### src/hdl/wsd_pkg.sv
// ----------------------------------------------------------------------------
// wsd_pkg
// Shared types and constants of the websocket frame deframer.
// ----------------------------------------------------------------------------
package wsd_pkg;

   localparam int BYTE_W    = 8;
   localparam int LEN_W     = 32;
   localparam int ACC_W     = 64;
   localparam int OPCODE_W  = 4;
   localparam int CSR_ADDR_W = 3;
   localparam int CSR_DATA_W = 32;

   // payload length limit after reset, 10 MiB
   localparam logic [LEN_W-1:0] MAX_LEN_RESET = 32'd10485760;

   // seven-bit length codes that announce an extended length
   localparam logic [6:0] LEN_EXT16 = 7'd126;
   localparam logic [6:0] LEN_EXT64 = 7'd127;

   // number of extended length bytes
   localparam logic [3:0] EXT16_BYTES = 4'd2;
   localparam logic [3:0] EXT64_BYTES = 4'd8;

   typedef enum logic [1:0] {
      KIND_HEADER  = 2'd0,
      KIND_PAYLOAD = 2'd1,
      KIND_ERROR   = 2'd2
   } item_kind_type;

   // one result item
   typedef struct packed {
      item_kind_type       item_kind;
      logic                final_fragment;
      logic [OPCODE_W-1:0] frame_opcode;
      logic                was_masked;
      logic [LEN_W-1:0]    frame_length;
      logic [BYTE_W-1:0]   data_byte;
      logic                last_of_frame;
   } rsp_item_type;

endpackage

### src/hdl/wsd_if.sv
// ----------------------------------------------------------------------------
// wsd_req_if / wsd_rsp_if
// Valid/ready channels for the received byte stream and the result items.
// ----------------------------------------------------------------------------
interface wsd_req_if;
   logic                       valid;
   logic                       ready;
   logic [wsd_pkg::BYTE_W-1:0] stream_byte;

   modport source (output valid, output stream_byte, input ready);
   modport sink   (input valid, input stream_byte, output ready);
endinterface

interface wsd_rsp_if;
   logic                         valid;
   logic                         ready;
   logic [1:0]                   item_kind;
   logic                         final_fragment;
   logic [wsd_pkg::OPCODE_W-1:0] frame_opcode;
   logic                         was_masked;
   logic [wsd_pkg::LEN_W-1:0]    frame_length;
   logic [wsd_pkg::BYTE_W-1:0]   data_byte;
   logic                         last_of_frame;

   modport source (output valid, output item_kind, output final_fragment,
                   output frame_opcode, output was_masked, output frame_length,
                   output data_byte, output last_of_frame, input ready);
   modport sink   (input valid, input item_kind, input final_fragment,
                   input frame_opcode, input was_masked, input frame_length,
                   input data_byte, input last_of_frame, output ready);
endinterface

### src/hdl/wsd_csr.sv
// ----------------------------------------------------------------------------
// wsd_csr
// APB-style register port holding the payload length limit.
// ----------------------------------------------------------------------------
module wsd_csr (
   input  logic                            clock,
   input  logic                            reset,
   input  logic                            csr_psel,
   input  logic                            csr_penable,
   input  logic                            csr_pwrite,
   input  logic [wsd_pkg::CSR_ADDR_W-1:0]  csr_paddr,
   input  logic [wsd_pkg::CSR_DATA_W-1:0]  csr_pwdata,
   output logic [wsd_pkg::CSR_DATA_W-1:0]  csr_prdata,
   output logic                            csr_pready,
   output logic [wsd_pkg::LEN_W-1:0]       max_len
);
   import wsd_pkg::*;

   // register index, taken from the word address bit
   localparam logic REG_MAX_PAYLOAD = 1'b0;

   logic             wr_en;
   logic             sel_max;
   logic [LEN_W-1:0] max_len_ff;
   logic [LEN_W-1:0] max_len_in;

   assign csr_pready = 1'b1;
   assign sel_max    = (csr_paddr[CSR_ADDR_W-1] == REG_MAX_PAYLOAD);
   assign wr_en      = csr_psel && csr_penable && csr_pwrite && csr_pready;

   // limit register
   always_comb begin
      max_len_in = max_len_ff;
      if (wr_en && sel_max) begin
         max_len_in = csr_pwdata;
      end
   end

   always_ff @(posedge clock) begin
      if (reset) begin
         max_len_ff <= MAX_LEN_RESET;
      end else begin
         max_len_ff <= max_len_in;
      end
   end

   // read back
   assign csr_prdata = sel_max ? max_len_ff : '0;
   assign max_len    = max_len_ff;

endmodule

### src/hdl/wsd_parser.sv
// ----------------------------------------------------------------------------
// wsd_parser
// Header and payload parser: one byte per cycle while in_fire is high, at most one result per byte.
// ----------------------------------------------------------------------------
module wsd_parser (
   input  logic                        clock,
   input  logic                        reset,
   input  logic                        in_fire,
   input  logic [wsd_pkg::BYTE_W-1:0]  in_byte,
   input  logic [wsd_pkg::LEN_W-1:0]   max_len,
   output logic                        res_valid,
   output wsd_pkg::rsp_item_type       res_item
);
   import wsd_pkg::*;

   typedef enum logic [5:0] {
      PH_BYTE0   = 6'b000001,
      PH_BYTE1   = 6'b000010,
      PH_EXTLEN  = 6'b000100,
      PH_KEY     = 6'b001000,
      PH_PAYLOAD = 6'b010000,
      PH_ERROR   = 6'b100000
   } phase_type;

   phase_type           phase_ff,  phase_in;
   logic                fin_ff,    fin_in;
   logic [OPCODE_W-1:0] opcode_ff, opcode_in;
   logic                masked_ff, masked_in;
   logic [ACC_W-1:0]    acc_ff,    acc_in;
   logic [3:0]          len_left_ff, len_left_in;
   logic [31:0]         key_ff,    key_in;
   logic [1:0]          key_idx_ff, key_idx_in;
   logic [LEN_W-1:0]    pay_left_ff, pay_left_in;

   logic [6:0]          len7;
   logic [ACC_W-1:0]    acc_shift;
   logic [31:0]         key_shift;
   logic [1:0]          key_idx_inc;
   logic [BYTE_W-1:0]   key_byte;
   logic                len_done;
   logic [ACC_W-1:0]    len_value;
   logic                hdr_done;
   logic [LEN_W-1:0]    hdr_len;
   logic                over;

   assign len7        = in_byte[6:0];
   assign acc_shift   = {acc_ff[ACC_W-BYTE_W-1:0], in_byte};
   assign key_shift   = {key_ff[23:0], in_byte};
   assign key_idx_inc = key_idx_ff + 2'd1;

   // key byte for the current payload position, first key byte in the top
   always_comb begin
      case (key_idx_ff)
         2'd0:    key_byte = key_ff[31:24];
         2'd1:    key_byte = key_ff[23:16];
         2'd2:    key_byte = key_ff[15:8];
         default: key_byte = key_ff[7:0];
      endcase
   end

   // length check against the limit
   assign over = (len_value > {{(ACC_W-LEN_W){1'b0}}, max_len});

   // next state and result
   always_comb begin
      phase_in    = phase_ff;
      fin_in      = fin_ff;
      opcode_in   = opcode_ff;
      masked_in   = masked_ff;
      acc_in      = acc_ff;
      len_left_in = len_left_ff;
      key_in      = key_ff;
      key_idx_in  = key_idx_ff;
      pay_left_in = pay_left_ff;
      len_done    = 1'b0;
      len_value   = acc_ff;
      hdr_done    = 1'b0;
      hdr_len     = acc_ff[LEN_W-1:0];
      res_valid   = 1'b0;
      res_item    = '0;

      unique case (phase_ff)
         PH_BYTE0: begin
            fin_in    = in_byte[7];
            opcode_in = in_byte[OPCODE_W-1:0];
            phase_in  = PH_BYTE1;
         end
         PH_BYTE1: begin
            masked_in = in_byte[7];
            acc_in    = '0;
            if (len7 == LEN_EXT16 || len7 == LEN_EXT64) begin
               len_left_in = (len7 == LEN_EXT16) ? EXT16_BYTES : EXT64_BYTES;
               phase_in    = PH_EXTLEN;
            end else begin
               acc_in    = {{(ACC_W-7){1'b0}}, len7};
               len_value = {{(ACC_W-7){1'b0}}, len7};
               len_done  = 1'b1;
            end
         end
         PH_EXTLEN: begin
            acc_in      = acc_shift;
            len_left_in = len_left_ff - 4'd1;
            len_value   = acc_shift;
            len_done    = (len_left_ff == 4'd1);
         end
         PH_KEY: begin
            key_in     = key_shift;
            key_idx_in = key_idx_inc;
            hdr_done   = (key_idx_inc == 2'd0);
         end
         PH_PAYLOAD: begin
            key_idx_in  = key_idx_inc;
            pay_left_in = pay_left_ff - {{(LEN_W-1){1'b0}}, 1'b1};
            res_valid   = 1'b1;
            res_item.item_kind     = KIND_PAYLOAD;
            res_item.data_byte     = in_byte ^ key_byte;
            res_item.last_of_frame = (pay_left_ff == {{(LEN_W-1){1'b0}}, 1'b1});
            if (res_item.last_of_frame) begin
               phase_in = PH_BYTE0;
            end
         end
         PH_ERROR: begin
            phase_in = PH_ERROR;
         end
         default: begin
            phase_in = PH_ERROR;
         end
      endcase

      // length known: limit check, then key or header
      if (len_done) begin
         hdr_len = len_value[LEN_W-1:0];
         if (over) begin
            phase_in  = PH_ERROR;
            res_valid = 1'b1;
            res_item.item_kind     = KIND_ERROR;
            res_item.last_of_frame = 1'b1;
         end else if (masked_in) begin
            phase_in   = PH_KEY;
            key_idx_in = 2'd0;
            key_in     = '0;
         end else begin
            key_in   = '0;
            hdr_done = 1'b1;
         end
      end

      // header complete: emit the header item
      if (hdr_done) begin
         pay_left_in = hdr_len;
         key_idx_in  = 2'd0;
         res_valid   = 1'b1;
         res_item.item_kind = KIND_HEADER;
         if (hdr_len == '0) begin
            phase_in = PH_BYTE0;
            res_item.last_of_frame = 1'b1;
         end else begin
            phase_in = PH_PAYLOAD;
            res_item.frame_length = hdr_len;
         end
      end

      res_item.final_fragment = fin_in;
      res_item.frame_opcode   = opcode_in;
      res_item.was_masked     = masked_in;
      res_valid               = res_valid && in_fire;
   end

   // state registers, advanced on each accepted byte
   always_ff @(posedge clock) begin
      if (reset) begin
         phase_ff    <= PH_BYTE0;
         fin_ff      <= 1'b0;
         opcode_ff   <= '0;
         masked_ff   <= 1'b0;
         acc_ff      <= '0;
         len_left_ff <= '0;
         key_ff      <= '0;
         key_idx_ff  <= '0;
         pay_left_ff <= '0;
      end else if (in_fire) begin
         phase_ff    <= phase_in;
         fin_ff      <= fin_in;
         opcode_ff   <= opcode_in;
         masked_ff   <= masked_in;
         acc_ff      <= acc_in;
         len_left_ff <= len_left_in;
         key_ff      <= key_in;
         key_idx_ff  <= key_idx_in;
         pay_left_ff <= pay_left_in;
      end
   end

endmodule

### src/hdl/wsd_skid.sv
// ----------------------------------------------------------------------------
// wsd_skid
// Result register with a skid stage, so input keeps flowing for one stall.
// ----------------------------------------------------------------------------
module wsd_skid (
   input  logic                   clock,
   input  logic                   reset,
   input  logic                   push,
   input  wsd_pkg::rsp_item_type  push_item,
   output logic                   can_push,
   wsd_rsp_if.source              rsp
);
   import wsd_pkg::*;

   logic         out_valid_ff,  out_valid_in;
   rsp_item_type out_item_ff,   out_item_in;
   logic         skid_valid_ff, skid_valid_in;
   rsp_item_type skid_item_ff,  skid_item_in;
   logic         out_fire;

   assign out_fire = out_valid_ff && rsp.ready;
   assign can_push = !skid_valid_ff;

   // fill and drain
   always_comb begin
      out_valid_in  = out_valid_ff;
      out_item_in   = out_item_ff;
      skid_valid_in = skid_valid_ff;
      skid_item_in  = skid_item_ff;
      if (skid_valid_ff) begin
         if (out_fire) begin
            out_item_in   = skid_item_ff;
            skid_valid_in = 1'b0;
         end
      end else if (push) begin
         if (!out_valid_ff || out_fire) begin
            out_valid_in = 1'b1;
            out_item_in  = push_item;
         end else begin
            skid_valid_in = 1'b1;
            skid_item_in  = push_item;
         end
      end else if (out_fire) begin
         out_valid_in = 1'b0;
      end
   end

   always_ff @(posedge clock) begin
      if (reset) begin
         out_valid_ff  <= 1'b0;
         skid_valid_ff <= 1'b0;
      end else begin
         out_valid_ff  <= out_valid_in;
         skid_valid_ff <= skid_valid_in;
      end
      out_item_ff  <= out_item_in;
      skid_item_ff <= skid_item_in;
   end

   // result channel
   assign rsp.valid          = out_valid_ff;
   assign rsp.item_kind      = out_item_ff.item_kind;
   assign rsp.final_fragment = out_item_ff.final_fragment;
   assign rsp.frame_opcode   = out_item_ff.frame_opcode;
   assign rsp.was_masked     = out_item_ff.was_masked;
   assign rsp.frame_length   = out_item_ff.frame_length;
   assign rsp.data_byte      = out_item_ff.data_byte;
   assign rsp.last_of_frame  = out_item_ff.last_of_frame;

endmodule

### src/hdl/websocket_frame_deframer_unit.sv
// ----------------------------------------------------------------------------
// websocket_frame_deframer_unit
// Receive-side websocket frame parser with payload unmasking.
// ----------------------------------------------------------------------------
// Usage:
//   req carries the received stream, one byte per item. rsp carries result
//   items: one header item per frame once its header (and key, if masked) is
//   in, then one unmasked payload item per payload byte; the last item of a
//   frame has last_of_frame set. A frame longer than the csr limit
//   (register 0 at byte address 0) gives one error item, and all later bytes
//   are swallowed until reset.
//   Throughput is one byte per cycle while req.ready is high: the parser
//   state advances in the same cycle that a byte is taken. A result is held
//   in the result register, or in the skid stage while rsp stalls.
//   Reset returns the parser to the first header byte, empties the result
//   register and restores the limit to 10 MiB.
//   When rsp stalls, a skid stage takes one more result, then req.ready
//   drops until the receiver takes items again; bytes that cause no result
//   are still only accepted while req.ready is high.
// ----------------------------------------------------------------------------
module websocket_frame_deframer_unit (
   input  logic                            clock,
   input  logic                            reset,
   wsd_req_if.sink                         req,
   wsd_rsp_if.source                       rsp,
   input  logic                            csr_psel,
   input  logic                            csr_penable,
   input  logic                            csr_pwrite,
   input  logic [wsd_pkg::CSR_ADDR_W-1:0]  csr_paddr,
   input  logic [wsd_pkg::CSR_DATA_W-1:0]  csr_pwdata,
   output logic [wsd_pkg::CSR_DATA_W-1:0]  csr_prdata,
   output logic                            csr_pready
);
   import wsd_pkg::*;

   logic             in_fire;
   logic             can_push;
   logic             res_valid;
   rsp_item_type     res_item;
   logic [LEN_W-1:0] max_len;

   assign req.ready = can_push;
   assign in_fire   = req.valid && can_push;

   // configuration
   wsd_csr u_csr (
      .clock       (clock),
      .reset       (reset),
      .csr_psel    (csr_psel),
      .csr_penable (csr_penable),
      .csr_pwrite  (csr_pwrite),
      .csr_paddr   (csr_paddr),
      .csr_pwdata  (csr_pwdata),
      .csr_prdata  (csr_prdata),
      .csr_pready  (csr_pready),
      .max_len     (max_len)
   );

   // frame parser
   wsd_parser u_parser (
      .clock     (clock),
      .reset     (reset),
      .in_fire   (in_fire),
      .in_byte   (req.stream_byte),
      .max_len   (max_len),
      .res_valid (res_valid),
      .res_item  (res_item)
   );

   // result register and skid stage
   wsd_skid u_skid (
      .clock     (clock),
      .reset     (reset),
      .push      (res_valid),
      .push_item (res_item),
      .can_push  (can_push),
      .rsp       (rsp)
   );

endmodule
### src/flat_wrapper.sv
// flat-port wrapper written by rule: the top's interface ports become plain ports
module websocket_frame_deframer_unit_flat import wsd_pkg::*;
  (clock, reset, csr_psel, csr_penable, csr_pwrite, csr_paddr, csr_pwdata, csr_prdata, csr_pready, req_valid, req_stream_byte, req_ready, rsp_valid, rsp_item_kind, rsp_final_fragment, rsp_frame_opcode, rsp_was_masked, rsp_frame_length, rsp_data_byte, rsp_last_of_frame, rsp_ready);
  wsd_req_if req_i ();
  wsd_rsp_if rsp_i ();
  input  logic clock;
  input  logic reset;
  input  logic csr_psel;
  input  logic csr_penable;
  input  logic csr_pwrite;
  input  logic [wsd_pkg::CSR_ADDR_W-1:0] csr_paddr;
  input  logic [wsd_pkg::CSR_DATA_W-1:0] csr_pwdata;
  output logic [wsd_pkg::CSR_DATA_W-1:0] csr_prdata;
  output logic csr_pready;
  input wire logic [$bits(req_i.valid)-1:0] req_valid;
  input wire logic [$bits(req_i.stream_byte)-1:0] req_stream_byte;
  output wire logic [$bits(req_i.ready)-1:0] req_ready;
  output wire logic [$bits(rsp_i.valid)-1:0] rsp_valid;
  output wire logic [$bits(rsp_i.item_kind)-1:0] rsp_item_kind;
  output wire logic [$bits(rsp_i.final_fragment)-1:0] rsp_final_fragment;
  output wire logic [$bits(rsp_i.frame_opcode)-1:0] rsp_frame_opcode;
  output wire logic [$bits(rsp_i.was_masked)-1:0] rsp_was_masked;
  output wire logic [$bits(rsp_i.frame_length)-1:0] rsp_frame_length;
  output wire logic [$bits(rsp_i.data_byte)-1:0] rsp_data_byte;
  output wire logic [$bits(rsp_i.last_of_frame)-1:0] rsp_last_of_frame;
  input wire logic [$bits(rsp_i.ready)-1:0] rsp_ready;
  assign req_i.valid = req_valid;
  assign req_i.stream_byte = req_stream_byte;
  assign req_ready = req_i.ready;
  assign rsp_valid = rsp_i.valid;
  assign rsp_item_kind = rsp_i.item_kind;
  assign rsp_final_fragment = rsp_i.final_fragment;
  assign rsp_frame_opcode = rsp_i.frame_opcode;
  assign rsp_was_masked = rsp_i.was_masked;
  assign rsp_frame_length = rsp_i.frame_length;
  assign rsp_data_byte = rsp_i.data_byte;
  assign rsp_last_of_frame = rsp_i.last_of_frame;
  assign rsp_i.ready = rsp_ready;
  websocket_frame_deframer_unit u_core (.clock(clock), .reset(reset), .req(req_i), .rsp(rsp_i), .csr_psel(csr_psel), .csr_penable(csr_penable), .csr_pwrite(csr_pwrite), .csr_paddr(csr_paddr), .csr_pwdata(csr_pwdata), .csr_prdata(csr_prdata), .csr_pready(csr_pready));
endmodule
### config.mk
export PLATFORM = sky130hd
export DESIGN_NAME = websocket_frame_deframer_unit_flat
export DESIGN_NICKNAME = d
export VERILOG_FILES = /design/src/hdl/wsd_pkg.sv /design/src/hdl/wsd_if.sv /design/src/hdl/wsd_csr.sv /design/src/hdl/wsd_parser.sv /design/src/hdl/wsd_skid.sv /design/src/hdl/websocket_frame_deframer_unit.sv /design/src/flat_wrapper.sv
export SDC_FILE = /design/constraint.sdc
export NUM_CORES = 1
export LEC_CHECK = 0
export ABC_AREA = 1
export BUFFER_PORTS_ARGS = -buffer_cell sky130_fd_sc_hd__buf_2
export CAP_MARGIN = 20
export CORE_MARGIN = 2
export CORE_UTILIZATION = 40
export DETAILED_ROUTE_END_ITERATION = 8
export GPL_ROUTABILITY_DRIVEN = 0
export GPL_TIMING_DRIVEN = 0
export PLACE_DENSITY = 0.68
export SLEW_MARGIN = 20
export SYNTH_ARGS = -nofsm -noshare
export SYNTH_HDL_FRONTEND = slang
export SYNTH_SLANG_ARGS = --single-unit
export TNS_END_PERCENT = 10
### constraint.sdc
create_clock -name clock -period 11.8 [get_ports clock]
set_input_delay 0.59 -clock clock [delete_from_list [all_inputs] [get_ports clock]]
set_output_delay 0.59 -clock clock [all_outputs]
set_load 0.03 [all_outputs]
# Word level (Yosys, flattened, before mapping)
# Index checks and enable logic that the tools add are counted.
# Widths: inputs -> output; s select.
# totals
elab_cells,137
ff_bits,278
input_bits,50
out_inout_bits,84
# op_classes
n_reduce_logical,26
add_sub_neg,3
n_eq_ne,14
bitwise,4
magnitude_cmp,1
muxes,63
# op_table
cell,n
$mux 32,9
$pmux 64 s2,2
$mux 49,4
$gt 64x32->1,1
$mux 64,1
$mux 6,6
$eq 32x1->1 const B,1
$logic_not 32->1,1
$sub 32x1->32 const B,1
$pmux 6 s4,1
$pmux 8 s3,1
$mux 1,23
$mux 2,8
$eq 7x7->1 const B,2
$mux 4,3
$reduce_and 3->1,4
$reduce_bool 2->1,5
$mux 9,1
$pmux 4 s2,1
$xor 8x8->8,1
$mux 7,1
$eq 6x1->1 const B,1
$eq 6x2->1 const B,1
$eq 6x3->1 const B,1
18 further kinds,31

# Logic depth before layout (Yosys ltp)
# Gate-level depths: netlist of the first run.
# logic_depth
depth_word,12
ltp_mapped,30

# Modules after synthesis
# From an unflattened synthesis of the first run, not the netlist that was laid out.
# hier_totals
hier_cells,2209
area_unflattened_um2,15497.4
# by_module_without_submodules
module,instances,area_per_inst_um2,cells_per_inst
wsd_parser,1,10029.6,1650
wsd_skid,1,3733.6,278
wsd_csr,1,1726.7,279
websocket_frame_deframer_unit,1,7.5,2

# Least setup slack after synthesis of the first run
# Ideal clock, no wire load.
# synth_timing
kind,input -> register
startpoint,input req_stream_byte[2]
endpoint,"register u_core.u_skid.out_item_ff (netlist bit u_core.u_skid.rsp.data_byte[0]), enable pin"
setup_ns,0.456
path_slack_ns,6.539
arrival_ns,4.806
path_stages,24
path_buffers,1
cell_sequence,inv_1 nor2_1 nand2_1 inv_1 nand2_1 nand2_4 buf_6 nand2_1 nand2_1 ha_1 nand2_1 nor2_1 nand2_1 nor4_1 nand2_1 nand2_1 nand2_1 nand2_1 nand2_1 inv_1 nand2_1 nand2_1 a21oi_1 nor2_1
# synth_between
elab_chain_cells,11
# synth_lines
item,line,rtl
from (decl),flat_wrapper.sv:16,input wire logic [$bits(req_i.stream_byte)-1:0] req_stream_byte;
$eq 7x7->1,wsd_parser.sv:91,if (len7 == LEN_EXT16 || len7 == LEN_EXT64) begin
$logic_or 1x1->1,wsd_parser.sv:91,
$mux 64,wsd_parser.sv:91,
$pmux 64 s2,wsd_parser.sv:82,unique case (phase_ff)
$gt 64x32->1,wsd_parser.sv:62,"assign over = (len_value > {{(ACC_W-LEN_W){1'b0}}, max_len});"
$mux 1,wsd_parser.sv:133,if (over) begin
$mux 1,wsd_parser.sv:131,if (len_done) begin
$mux 1 (*),wsd_parser.sv:149,if (hdr_done) begin
$logic_and 1x1->1 (*),wsd_parser.sv:166,res_valid = res_valid && in_fire;
$reduce_bool 2->1 (no source line) (*),--,
$reduce_and 3->1 (no source line) (*),--,
to (signal assigned),wsd_skid.sv:56,out_item_ff <= out_item_in;
to (decl),wsd_skid.sv:16,"rsp_item_type out_item_ff, out_item_in;"
# Mark *: on every way between the ends. The rest lies on a longest branch, timed or not.
# A chain may end at the register's enable or synchronous reset.

# Worst setup path in the final report of the first run
# layout_timing
startpoint,register u_core.u_parser.phase_ff[2]
endpoint,"register u_core.u_skid.out_item_ff (netlist bit u_core.u_skid.rsp.frame_length[7]), enable pin"
# layout_between
elab_chain_cells,9
# layout_lines
item,line,rtl
from (decl),wsd_parser.sv:25,"phase_type phase_ff, phase_in;"
from (signal assigned),wsd_parser.sv:182,phase_ff <= phase_in;
$eq 6x3->1 (tied with other cells),wsd_parser.sv:82,
$pmux 64 s2 or $mux 1 (tied branches),wsd_parser.sv:82,
$gt 64x32->1 or $mux 1 (tied branches),"wsd_parser.sv:62, wsd_parser.sv:138",
$mux 1,wsd_parser.sv:133,
$mux 1,wsd_parser.sv:131,
$mux 1 (*),wsd_parser.sv:149,
$logic_and 1x1->1 (*),wsd_parser.sv:166,
$reduce_bool 2->1 (no source line) (*),--,
$reduce_and 3->1 (no source line) (*),--,
# Marked as above.

==> results of run 1 <==
## through the flow
step	utilization	instances	power, mW	instance area (um2)
2_1_floorplan	-	1995	1.24	14900
3_3_place_gp	0.440	2591	1.30	16200
3_5_place_dp	0.442	2593	1.31	16200
4_1_cts	0.474	2651	2.43	17400
5_1_grt	0.474	2651	2.50	17400
6_report	0.474	2651	2.42	17400
## logic make-up after synthesis
| group | synth area share |
|---|---|
| other cells | 0.000251 |
| fa+ha+maj | 0.0343 |
| compound gates | 0.153 |
| buf+inv | 0.0853 |
| xor+xnor | 0.0158 |
| flops | 0.438 |
| simple gates | 0.272 |
| mux | 0.000670 |
## cell type report
type	instances	area [um2]
Fill cell	3488	19300
Multi-Input combinational cell	1408	7120
Sequential cell	278	6550
Clock buffer	36	815
Inverter	201	757
Timing Repair Buffer	130	681
Tap cell	468	586
Buffer	108	517
Clock inverter	22	374
## synthesized netlist by cell type (all sizes together)
library cell    n
nor4            6
dfxtp         180
o21a            2
and3            1
xnor2          18
mux2i           1
nor2          235
inv           200
and3b           1
a221oi          1
o21ai         173
a21oi         207
clkinv          1
a211oi          8
a32o            1
nand2         490
o31ai           3
or2            19
nor3           11
nand3         129
edfxtp         98
o211ai         19
nand4          15
o22ai          16
conb            1
ha             41
buf            35
clkbuf         73
a31oi           1
xor2            9
## state kept, by name, indices dropped and copies added (netlist names), 2 cells and up
signal	count
u_core.u_parser.key_idx_ff	2
u_core.u_skid.rsp.frame_opcode	4
u_core.u_skid.rsp.data_byte	8
u_core.u_skid.rsp.item_kind	2
u_core.u_skid.skid_item_ff	49
u_core.u_parser.pay_left_ff	32
u_core.u_parser.opcode_ff	4
u_core.u_parser.acc_ff	64
u_core.u_parser.key_ff	32
u_core.u_skid.rsp.frame_length	32
u_core.u_parser.len_left_ff	4
u_core.u_csr.max_len	32
u_core.u_parser.phase_ff	6
## where the power goes
part	internal, mW	total (mW)	switching, mW
combinational	0.0936	0.273	0.179
sequential	1.01	1.02	0.0138
clock	0.712	1.12	0.409
total	1.81	2.42	0.602
## worst max-delay path: stages, from the launching register on
cell      delay (ps)
dfxtp_1          470
inv_2             70
nor2_2           120
nand3_4          170
clkbuf_1         350
nand3_1          210
nand2_1          110
ha_1             310
nand2_1           70
nor2_1           150
nand2_1           90
nor4_1           440
nand2_1          110
nand2_1           70
nand2_1          160
nand2_1          130
nand2_1          130
inv_1            180
nand2_1           70
nand2_1          140
a21oi_1           80
nor2_4           510
buf_12           270
## metal layers
layer / up-vias / track usage
met5: - / 0
met4: 0 / 0.0769
met3: 89 / 0.0256
met2: 494 / 0.379
met1: 6522 / 0.288
li1: 6895 / -
## final timing paths
check | start | endpoint | cells past startpoint
max | u_core.u_parser.phase_ff[2] | u_core.u_skid.rsp.frame_length[7] | 22
min | csr_pwdata[23] | u_core.u_csr.max_len[23] | 3
max reg2reg | u_core.u_parser.phase_ff[2] | u_core.u_skid.rsp.frame_length[7] | 22
min reg2reg | u_core.u_parser.acc_ff[60] | u_core.u_parser.acc_ff[60] | 2
==> results by group, run 1 <==
Run status
  – Status: complete, no violations

Route
  – Wirelength per Cell: 16.3 um
  – First-pass DRT Iterations: 8
  – Vias/cell: 5.28
  – Wire length on met1: 18.4 mm
  – DR vias: 14.0k
  – DR top layer: met4
  – Detail Route Antenna Nets: 0
  – Drt total wl: 43.3 mm
  – Met3 WL: 2.85 mm
  – Drt first-iter violations: 1281
  – Detailed-route DRC error count: 0
  – WL met2: 20.8 mm

Synth
  – Ys Warns: 0
  – Cell Area, Synth: around 15000 um2
  – Sequential share of the synthesized area: 0.438
  – Mapped Nets: 2086
  – Synth unique cells: just under 50
  – Mean Syn Cell Area: 7.49 um2
  – Leading area contributor after synthesis: dfxtp_1
  – Syn Inst Count: 1995
  – Ranking of synthesized cells by area: dfxtp_1 24%, edfxtp_1 20%, nand2_1 12%
  – Register bit total from synthesis: approximately 280
  – Yosys top cell area share: 0.241

CTS
  – Clk root buf: clkbuf_16
  – CTS Hold Buffers Added: 0
  – CTS H-Tree Depth: 1
  – CTS Buf Count: 31
  – Clock Pin Slew Worst Setup and Hold Paths: about 60 ps
  – Later-pin clock latency in the skew report: about 580 ps
  – Clock tree buffer depth: 3
  – Resized Gates After CTS: 0
  – CTS tree: yes
  – Sink Count: 278
  – Setup Fix Bufs, Post-CTS: 0

Setup path
  – Critical path class: flop to flop
  – CP max FO: 29
  – Type of destination of the critical path: flop
  – R2R Setup Slk: 7050 ps
  – Crit path DAT: 5020 ps
  – Critical path required time: 12060 ps
  – Crit start category: flop

Timing
  – Max Clk Rate: 210 MHz
  – Worst Max-Slew Pin Slew: 892 ps
  – Slew headroom: 0.405
  – Final hold vios: 0
  – Final Setup Violations: 0
  – Final hold slack: roughly 230 ps
  – Unrepaired setup endpoints after global routing: no
  – Fin worst setup slack: 7050 ps
  – Setup tns final: 0 ps
  – Max-slew violation count: 0
  – Tmin final: 4750 ps
  – Clock skew: 30.5 ps
  – Final worst-path cycle share: 0.403

Floorplanning
  – I/O pin cnt: 134
  – # rows: 70
  – Die Span Y: 197 um
  – Core region area: 36700 um2
  – Starting density of the core: 0.407
  – Die area: 38900 um2
  – Die width: 197 um

Global route
  – First-pass GRT wire length: slightly below 70 mm
  – Initial antenna violation count: 0
  – Tot GR Track Use: 0.221
  – Global route overflow: 0
  – Number of global-route vias before repair: 13.4k
  – Largest net degree at the start of global routing: 33

Placed design
  – IO Port Bufs: ~130
  – DP HPWL: 32.7 mm
  – DP Worst Slack: a little under 7000 ps

Finish
  – # diodes: 0
  – Nets: 2249
  – Most common cell after layout, fill and taps aside: nand2_1
  – Area growth syn-to-layout: 16.5%
  – Commonest cells after routing, fill and taps aside: 481 x nand2_1, 221 x nor2_1, 207 x a21oi_1, 190 x inv_1, 180 x dfxtp_1
  – Share of cells above drive strength 1: 0.129

Power
  – PD cells: 139 nW/um2
  – Pleak: 7.59 nW
  – Worst VDD drop: 87.7 uV

Job
  – Max-Cap Viols: 0

Min path
  – Hold Crit Class: input pin to flop
Note: power is estimated with default switching activity, not from simulation.
==> inputs of run 2 (changes only) <==
Clock period 11.8 ns to 5 ns, I/O delays scaled along.
==> run 2 against run 1 <==
Worst setup slack got worse by 6600 ps. Highest routed layer unchanged. Count of clock-buffer cells in the layout increased by 3. Global-route usage decreased by 0.23 points. Critical path type unchanged. Via count decreased by 0.19%. Routed wire length decreased by 0.38%. Critical path depth increased by 1. Core utilization increased by 0.065 points. Combinational power increased by 140%.
==> results by group, run 2 (same netlist as run 1, synthesis figures left out) <==
Finish
  – Largest register FFs: 64
  – Most common cell after layout, fill and taps aside: nand2_1
  – Non-filler instance count after layout: 2656
  – Share of cells above drive strength 1: 0.130
  – Layout fillers: between 3k and 4k
  – Area growth syn-to-layout: 16.6%
  – Commonest cells after routing, fill and taps aside: 481 x nand2_1, 221 x nor2_1, 207 x a21oi_1, 190 x inv_1, 180 x dfxtp_1
  – Multi-input gate area: 7130 um2
  – Sequential Area: 6550 um2
  – Top reg by flops: u_core.u_parser.acc_ff
  – Top Registers: u_core.u_parser.acc_ff: 64 flops, u_core.u_skid.skid_item_ff: 49 flops
  – Nets: around 2.3k
  – Util after Layout: 0.475
  – Post-route cell area: 17400 um2
  – # diodes: 0

Floorplanning
  – I/O pin cnt: 134
  – Starting density of the core: 0.407
  – Die Span Y: 197 um
  – Core region area: ~37000 um2
  – # rows: 70
  – Die width: 197 um
  – Die area: 38900 um2

CTS
  – CTS tree: yes
  – Clock tree buffer depth: 3
  – Clk root buf: clkbuf_16
  – CTS H-Tree Depth: 2
  – Resized Gates After CTS: 0
  – Clock Pin Slew Worst Setup and Hold Paths: ~60 ps
  – Sink Count: between 200 and 300
  – Later-pin clock latency in the skew report: 520 ps
  – CTS Buf Count: 34

Min path
  – Hold EP: u_core.u_csr.max_len[0]
  – Hold Startpoint: csr_pwdata[0]
  – WHS Path Cells: 3
  – Hold Crit Class: input pin to flop

Power
  – PD cells: between 300 and 400 nW/um2
  – Combinational power share: 0.113
  – Worst VDD drop: 198 uV
  – Internal power: 4.23 mW
  – Net Switching: about 1.5 mW
  – Power share of the sequential group: 0.425
  – Switch share: 0.256
  – Clock share of power: 0.462
  – Pleak: 7.60 nW
  – Post-route total power: 5.68 mW

Timing
  – Tmin final: 4590 ps
  – Clock skew: approximately 16 ps
  – Final Setup Violations: 0
  – Worst Max-Slew Pin Slew: 889 ps
  – Slew headroom: 0.407
  – Unrepaired setup endpoints after global routing: no
  – Final worst-path cycle share: 0.918
  – Max-slew violation count: 0
  – Max Clk Rate: 218 MHz
  – Final hold vios: 0

Global route
  – Number of global-route vias before repair: around 13k
  – Initial antenna violation count: 1
  – Largest net degree at the start of global routing: 33
  – First-pass GRT wire length: 67.8 mm
  – Tot GR Track Use: 0.219
  – Global route overflow: 0

Setup path
  – R2R Setup Slk: 410 ps
  – Cell family with most CP delay: simple AND/OR/NAND/NOR gates
  – Type of destination of the critical path: flop
  – CP Buf/Inv Count: 4
  – Worst r2r dst: u_core.u_skid.rsp.frame_length[21]
  – Critical path cell sequence: nor2_8 -> inv_2 -> nor2_2 -> nand2_4 -> buf_2 -> nand3_1 -> nand2_1 -> ha_1 -> nand2_1 -> nor2_1 -> nand2_1 -> nor4_1 -> nand2_1 -> nand2_1 -> nand2_1 -> nand2_1 -> nand2_1 -> inv_1 -> nand2_1 -> nand2_1 -> a21oi_1 -> nor2_4 -> buf_12
  – Slowest stage delay, CP: ~440 ps
  – Reg2reg path depth: 23
  – R2r startpoint: u_core.u_parser.phase_ff[5]
  – Crit path DAT: 4810 ps
  – Crit start category: flop
  – Critical path required time: 5220 ps
  – Crit-path slowest cell: nor4_1
  – Critical path class: flop to flop
  – CP max FO: 29
  – Crit path top cell by count: nand2_1

Route
  – Drt total wl: 43.1 mm
  – Detail Route Antenna Nets: 0
  – Detailed-route DRC error count: 0
  – Vias/cell: 5.26
  – Drt first-iter violations: 1256
  – First-pass DRT Iterations: 9
  – Wirelength per Cell: around 16 um
  – DR vias: 14.0k

Placed design
  – IO Port Bufs: 128
  – Placed cell count: 2593
  – Placed cell area: 16200 um2
  – DP HPWL: 32.6 mm

Job
  – Max-Cap Viols: 0

Run status
  – Status: complete, no violations
-- run 2: area by class of cell --
cell class | count | share of cell area
Timing Repair Buffer | 132 | 0.0402
Clock inverter | 21 | 0.0158
Inverter | 201 | 0.0435
Sequential cell | 278 | 0.376
Multi-Input combinational cell | 1409 | 0.409
Clock buffer | 39 | 0.0523
Tap cell | 468 | 0.0336
Buffer | 108 | 0.0297
-- run 2: layer usage --
layer | global-route usage | wire length (um) | vias up
li1 | - | - | 6910
met3 | 0.0287 | 2770 | 103
met4 | 0.0991 | 1860 | 0
met1 | 0.286 | 18200 | 6443
met2 | 0.361 | 20300 | 518
met5 | 0 | 0 | -
-- run 2: power groups by stage --
stage / registers, mW / clock network, mW / logic, mW
2_1_floorplan: 2.47 / 0 / 0.453
3_3_place_gp: 2.46 / 0 / 0.617
3_5_place_dp: 2.46 / 0 / 0.630
4_1_cts: 2.41 / 2.66 / 0.636
5_1_grt: 2.42 / 2.75 / 0.717
6_report: 2.41 / 2.62 / 0.642
-- run 2: how the worst max path moves through the flow --
stage,from,cells after the start,slack [ps],to
2_1_floorplan,u_core.u_parser.phase_ff[5],22,720,u_core.u_skid.rsp.data_byte[0]
3_3_place_gp,u_core.u_parser.phase_ff[2],21,-660,u_core.u_skid.rsp.frame_length[28]
3_5_place_dp,u_core.u_parser.phase_ff[2],22,380,u_core.u_skid.rsp.frame_length[28]
4_1_cts,u_core.u_parser.phase_ff[2],22,360,u_core.u_skid.rsp.frame_length[21]
5_1_grt,u_core.u_parser.phase_ff[2],22,50,u_core.u_skid.rsp.frame_length[21]
6_report,u_core.u_parser.phase_ff[5],23,410,u_core.u_skid.rsp.frame_length[21]
-- run 2: metrics by stage --
| step | setup WS [ps] | TNS (ps) | hold WS (ps) |
|---|---|---|---|
| floorplan | 715 | 0 | 380 |
| global placement | -657 | -42630 | 450 |
| detailed placement | 380 | 0 | 453 |
| CTS | 365 | 0 | 7.32 |
| global route | 45.6 | 0 | 9.22 |
| finish | 408 | 0 | 17.2 |
-- run 2: repair_timing --
action	in CTS	in global routing
buffers inserted	0	0
endpoints found under the hold margin	2	0
hold buffers	2	0
setup endpoints to repair	0	29
-- run 2: worst register-to-register path: cells and delay by family (launching register included) --
| family | cells | cell delay [ps] |
|---|---|---|
| flip-flops | 1 | 380 |
| AO/OA/AOI/OAI | 1 | 110 |
| buffers and inverters | 4 | 730 |
| adder cells (fa/ha/maj) | 1 | 300 |
| AND/OR/NAND/NOR | 17 | 2760 |
==> inputs of run 3 (changes only) <==
Settings changed: REMOVE_ABC_BUFFERS from default to 1.
==> run 3 against run 2 <==
Via count down 4.3%. Power down 3.5%. Combinational power down 5.0%. Critical endpoint is now u_core.u_skid.skid_item_ff[38]. Count of clock-buffer cells in the layout up 7. Final area down 2.0%. Sequential power about the same. Clock power down 6%. Core utilization down 0.94 points.
==> results by group, run 3 (same netlist as run 1, synthesis figures left out) <==
Global route
  – Global route overflow: 0
  – Tot GR Track Use: 0.197
  – First-pass GRT wire length: 62.4 mm
  – Initial antenna violation count: 2
  – Number of global-route vias before repair: between 10k and 15k
  – Largest net degree at the start of global routing: 101

Placed design
  – DP Worst Slack: -113 ps
  – DP HPWL: 26.0 mm
  – IO Port Bufs: 130
  – Placed cell count: 2493

Run status
  – Status: complete, no violations

Finish
  – Area growth syn-to-layout: 14.3%
  – Share of cells above drive strength 1: 0.128
  – Nets: 2161
  – Non-filler instance count after layout: 2565
  – Top reg by flops: u_core.u_parser.acc_ff
  – Commonest cells after routing, fill and taps aside: 480 x nand2_1, 221 x nor2_1, 206 x a21oi_1, 188 x inv_1, 180 x dfxtp_1
  – Multi-input gate area: approximately 7000 um2
  – Layout fillers: 3611
  – Largest register FFs: 64
  – Sequential Area: between 6000 and 7000 um2
  – Most common cell after layout, fill and taps aside: nand2_1
  – Top Registers: u_core.u_parser.acc_ff: 64 flops, u_core.u_skid.skid_item_ff: 49 flops

CTS
  – CTS tree: yes
  – CTS Buf Count: 34
  – Clock Pin Slew Worst Setup and Hold Paths: about 60 ps
  – Clk root buf: clkbuf_16
  – Clock tree buffer depth: 3
  – Later-pin clock latency in the skew report: 520 ps
  – CTS H-Tree Depth: 2
  – Sink Count: 278

Route
  – WL met2: 16.2 mm
  – Drt first-iter violations: 1118
  – Vias/cell: 5.22
  – Wire length on met1: around 19 mm
  – DR vias: 13.4k
  – Detailed-route DRC error count: 0
  – Met3 WL: 2.76 mm
  – DR top layer: met5
  – First-pass DRT Iterations: 5
  – Drt total wl: 38.4 mm
  – Detail Route Antenna Nets: 0
  – Wirelength per Cell: 15.0 um

Timing
  – Slew headroom: 0.313
  – Fin worst setup slack: 402 ps
  – Final worst-path cycle share: 0.920
  – Final hold vios: 0
  – Worst Max-Slew Pin Slew: between 1000 and 1500 ps
  – Max-slew violation count: 0
  – Tmin final: 4600 ps
  – Final Setup Violations: 0
  – Clock skew: 18.2 ps
  – Max Clk Rate: 217 MHz
  – Final hold slack: 17.4 ps

Setup path
  – Critical path required time: approximately 5200 ps
  – CP max FO: 82
  – Levels on crit path: 20
  – Critical path class: flop to flop
  – Crit-path slowest cell: nor2_8
  – Critical path cell sequence: nor2_4 -> nand2_4 -> nor2_8 -> nand2_1 -> nand2_1 -> ha_1 -> a21oi_1 -> nor2_1 -> nor3_1 -> nand2_1 -> a21oi_1 -> nand2_1 -> nand2_1 -> nand3_4 -> nand3_2 -> nand2_8 -> nand2_1 -> nand2_1 -> clkinv_4 -> buf_12
  – Slowest stage delay, CP: between 700 and 800 ps
  – CP Buf/Inv Count: 2
  – R2r startpoint: u_core.u_parser.phase_ff[1]
  – Worst setup path startpoint: u_core.u_parser.phase_ff[1]
  – Crit path DAT: approximately 4800 ps
  – Type of destination of the critical path: flop
  – Reg2reg path depth: 20
  – Cell family with most CP delay: simple AND/OR/NAND/NOR gates
  – Crit path top cell by count: nand2_1
  – Crit start category: flop

Floorplanning
  – # rows: 70
  – Die width: between 150 and 200 um
  – Core region area: 36700 um2
  – Starting density of the core: 0.407
  – Die area: between 30000 and 40000 um2
  – I/O pin cnt: 134
  – Die Span Y: 197 um

Power
  – Pleak: 7.44 nW
  – Worst VDD drop: 226 uV
  – PD cells: between 300 and 400 nW/um2

Min path
  – WHS Path Cells: 3
  – Hold Crit Class: input pin to flop
  – Hold Startpoint: csr_pwdata[14]

Job
  – Max-Cap Viols: 0
run 3: cell count changes in the layout (fill, tap and decap cells not counted), sizes merged:
| cell | change |
|---|---|
| dlygate4sd3 | +5 |
| clkbuf | -66 |
| bufinv | -3 |
| clkinvlp | -1 |
| clkinv | -1 |
| diode | +2 |
| buf | -26 |
| inv | -1 |
run 3: where the power goes:
| group | total [mW] | switching (mW) | internal (mW) |
|---|---|---|---|
| logic | 0.610 | 0.394 | 0.216 |
| clock network | 2.46 | 0.972 | 1.49 |
| registers | 2.41 | 0.0298 | 2.38 |
| total | 5.48 | 1.40 | 4.08 |
run 3: final cells by class:
type | instances | area share
clock buffers | 46 | 0.0555
diodes | 2 | 0.000293
inverters | 201 | 0.0454
multi-input cells | 1409 | 0.420
repair buffers | 146 | 0.0517
flip-flops and latches | 278 | 0.383
well taps | 468 | 0.0343
clock inverters | 15 | 0.00916
run 3: stage by stage:
step / area (um2) / utilization / TNS [ps] / power [mW]
final: 17100 / 0.465 / 0 / 5.48
after global routing: 17100 / 0.465 / -8.81 / 5.70
after CTS: 17000 / 0.464 / 0 / 5.53
after detailed placement: 15900 / 0.432 / -3270 / 3.05
after global placement: 15700 / 0.427 / -807850 / 3.03
after floorplan: 14400 / - / -200560 / 2.89
run 3: path summary, 6_finish.rpt:
| path | end | slack, ps |
|---|---|---|
| max | u_core.u_skid.skid_item_ff[38] | 400 |
| min reg2reg | u_core.u_parser.acc_ff[58] | 460 |
| min | u_core.u_csr.max_len[14] | 20 |
| max reg2reg | u_core.u_skid.skid_item_ff[38] | 400 |
run 3: worst reg2reg max path: stages (launching register included):
cell      delay, ps
dfxtp_1         380
nor2_4          250
nand2_4         100
nor2_8          760
nand2_1         200
nand2_1         180
ha_1            260
a21oi_1         140
nor2_1           50
nor3_1          120
nand2_1          70
a21oi_1         170
nand2_1          80
nand2_1         210
nand3_4         190
nand3_2         160
nand2_8         190
nand2_1         190
nand2_1         120
clkinv_4        220
buf_12          230
run 3: repair_timing:
action / in CTS / in global routing
endpoints found under the hold margin: 7 / 0
hold buffers: 7 / 0
gates resized for setup: 0 / 8
setup buffers: 0 / 1
setup endpoints to repair: 30 / 98
cloned: 1 / 0
pin swaps: 1 / 1
run 3: per-layer routing:
metal,GRT usage,up-vias
met1,0.289,6144
met4,0.0540,2
met2,0.299,445
li1,-,6727
met3,0.0336,59
met5,0,-
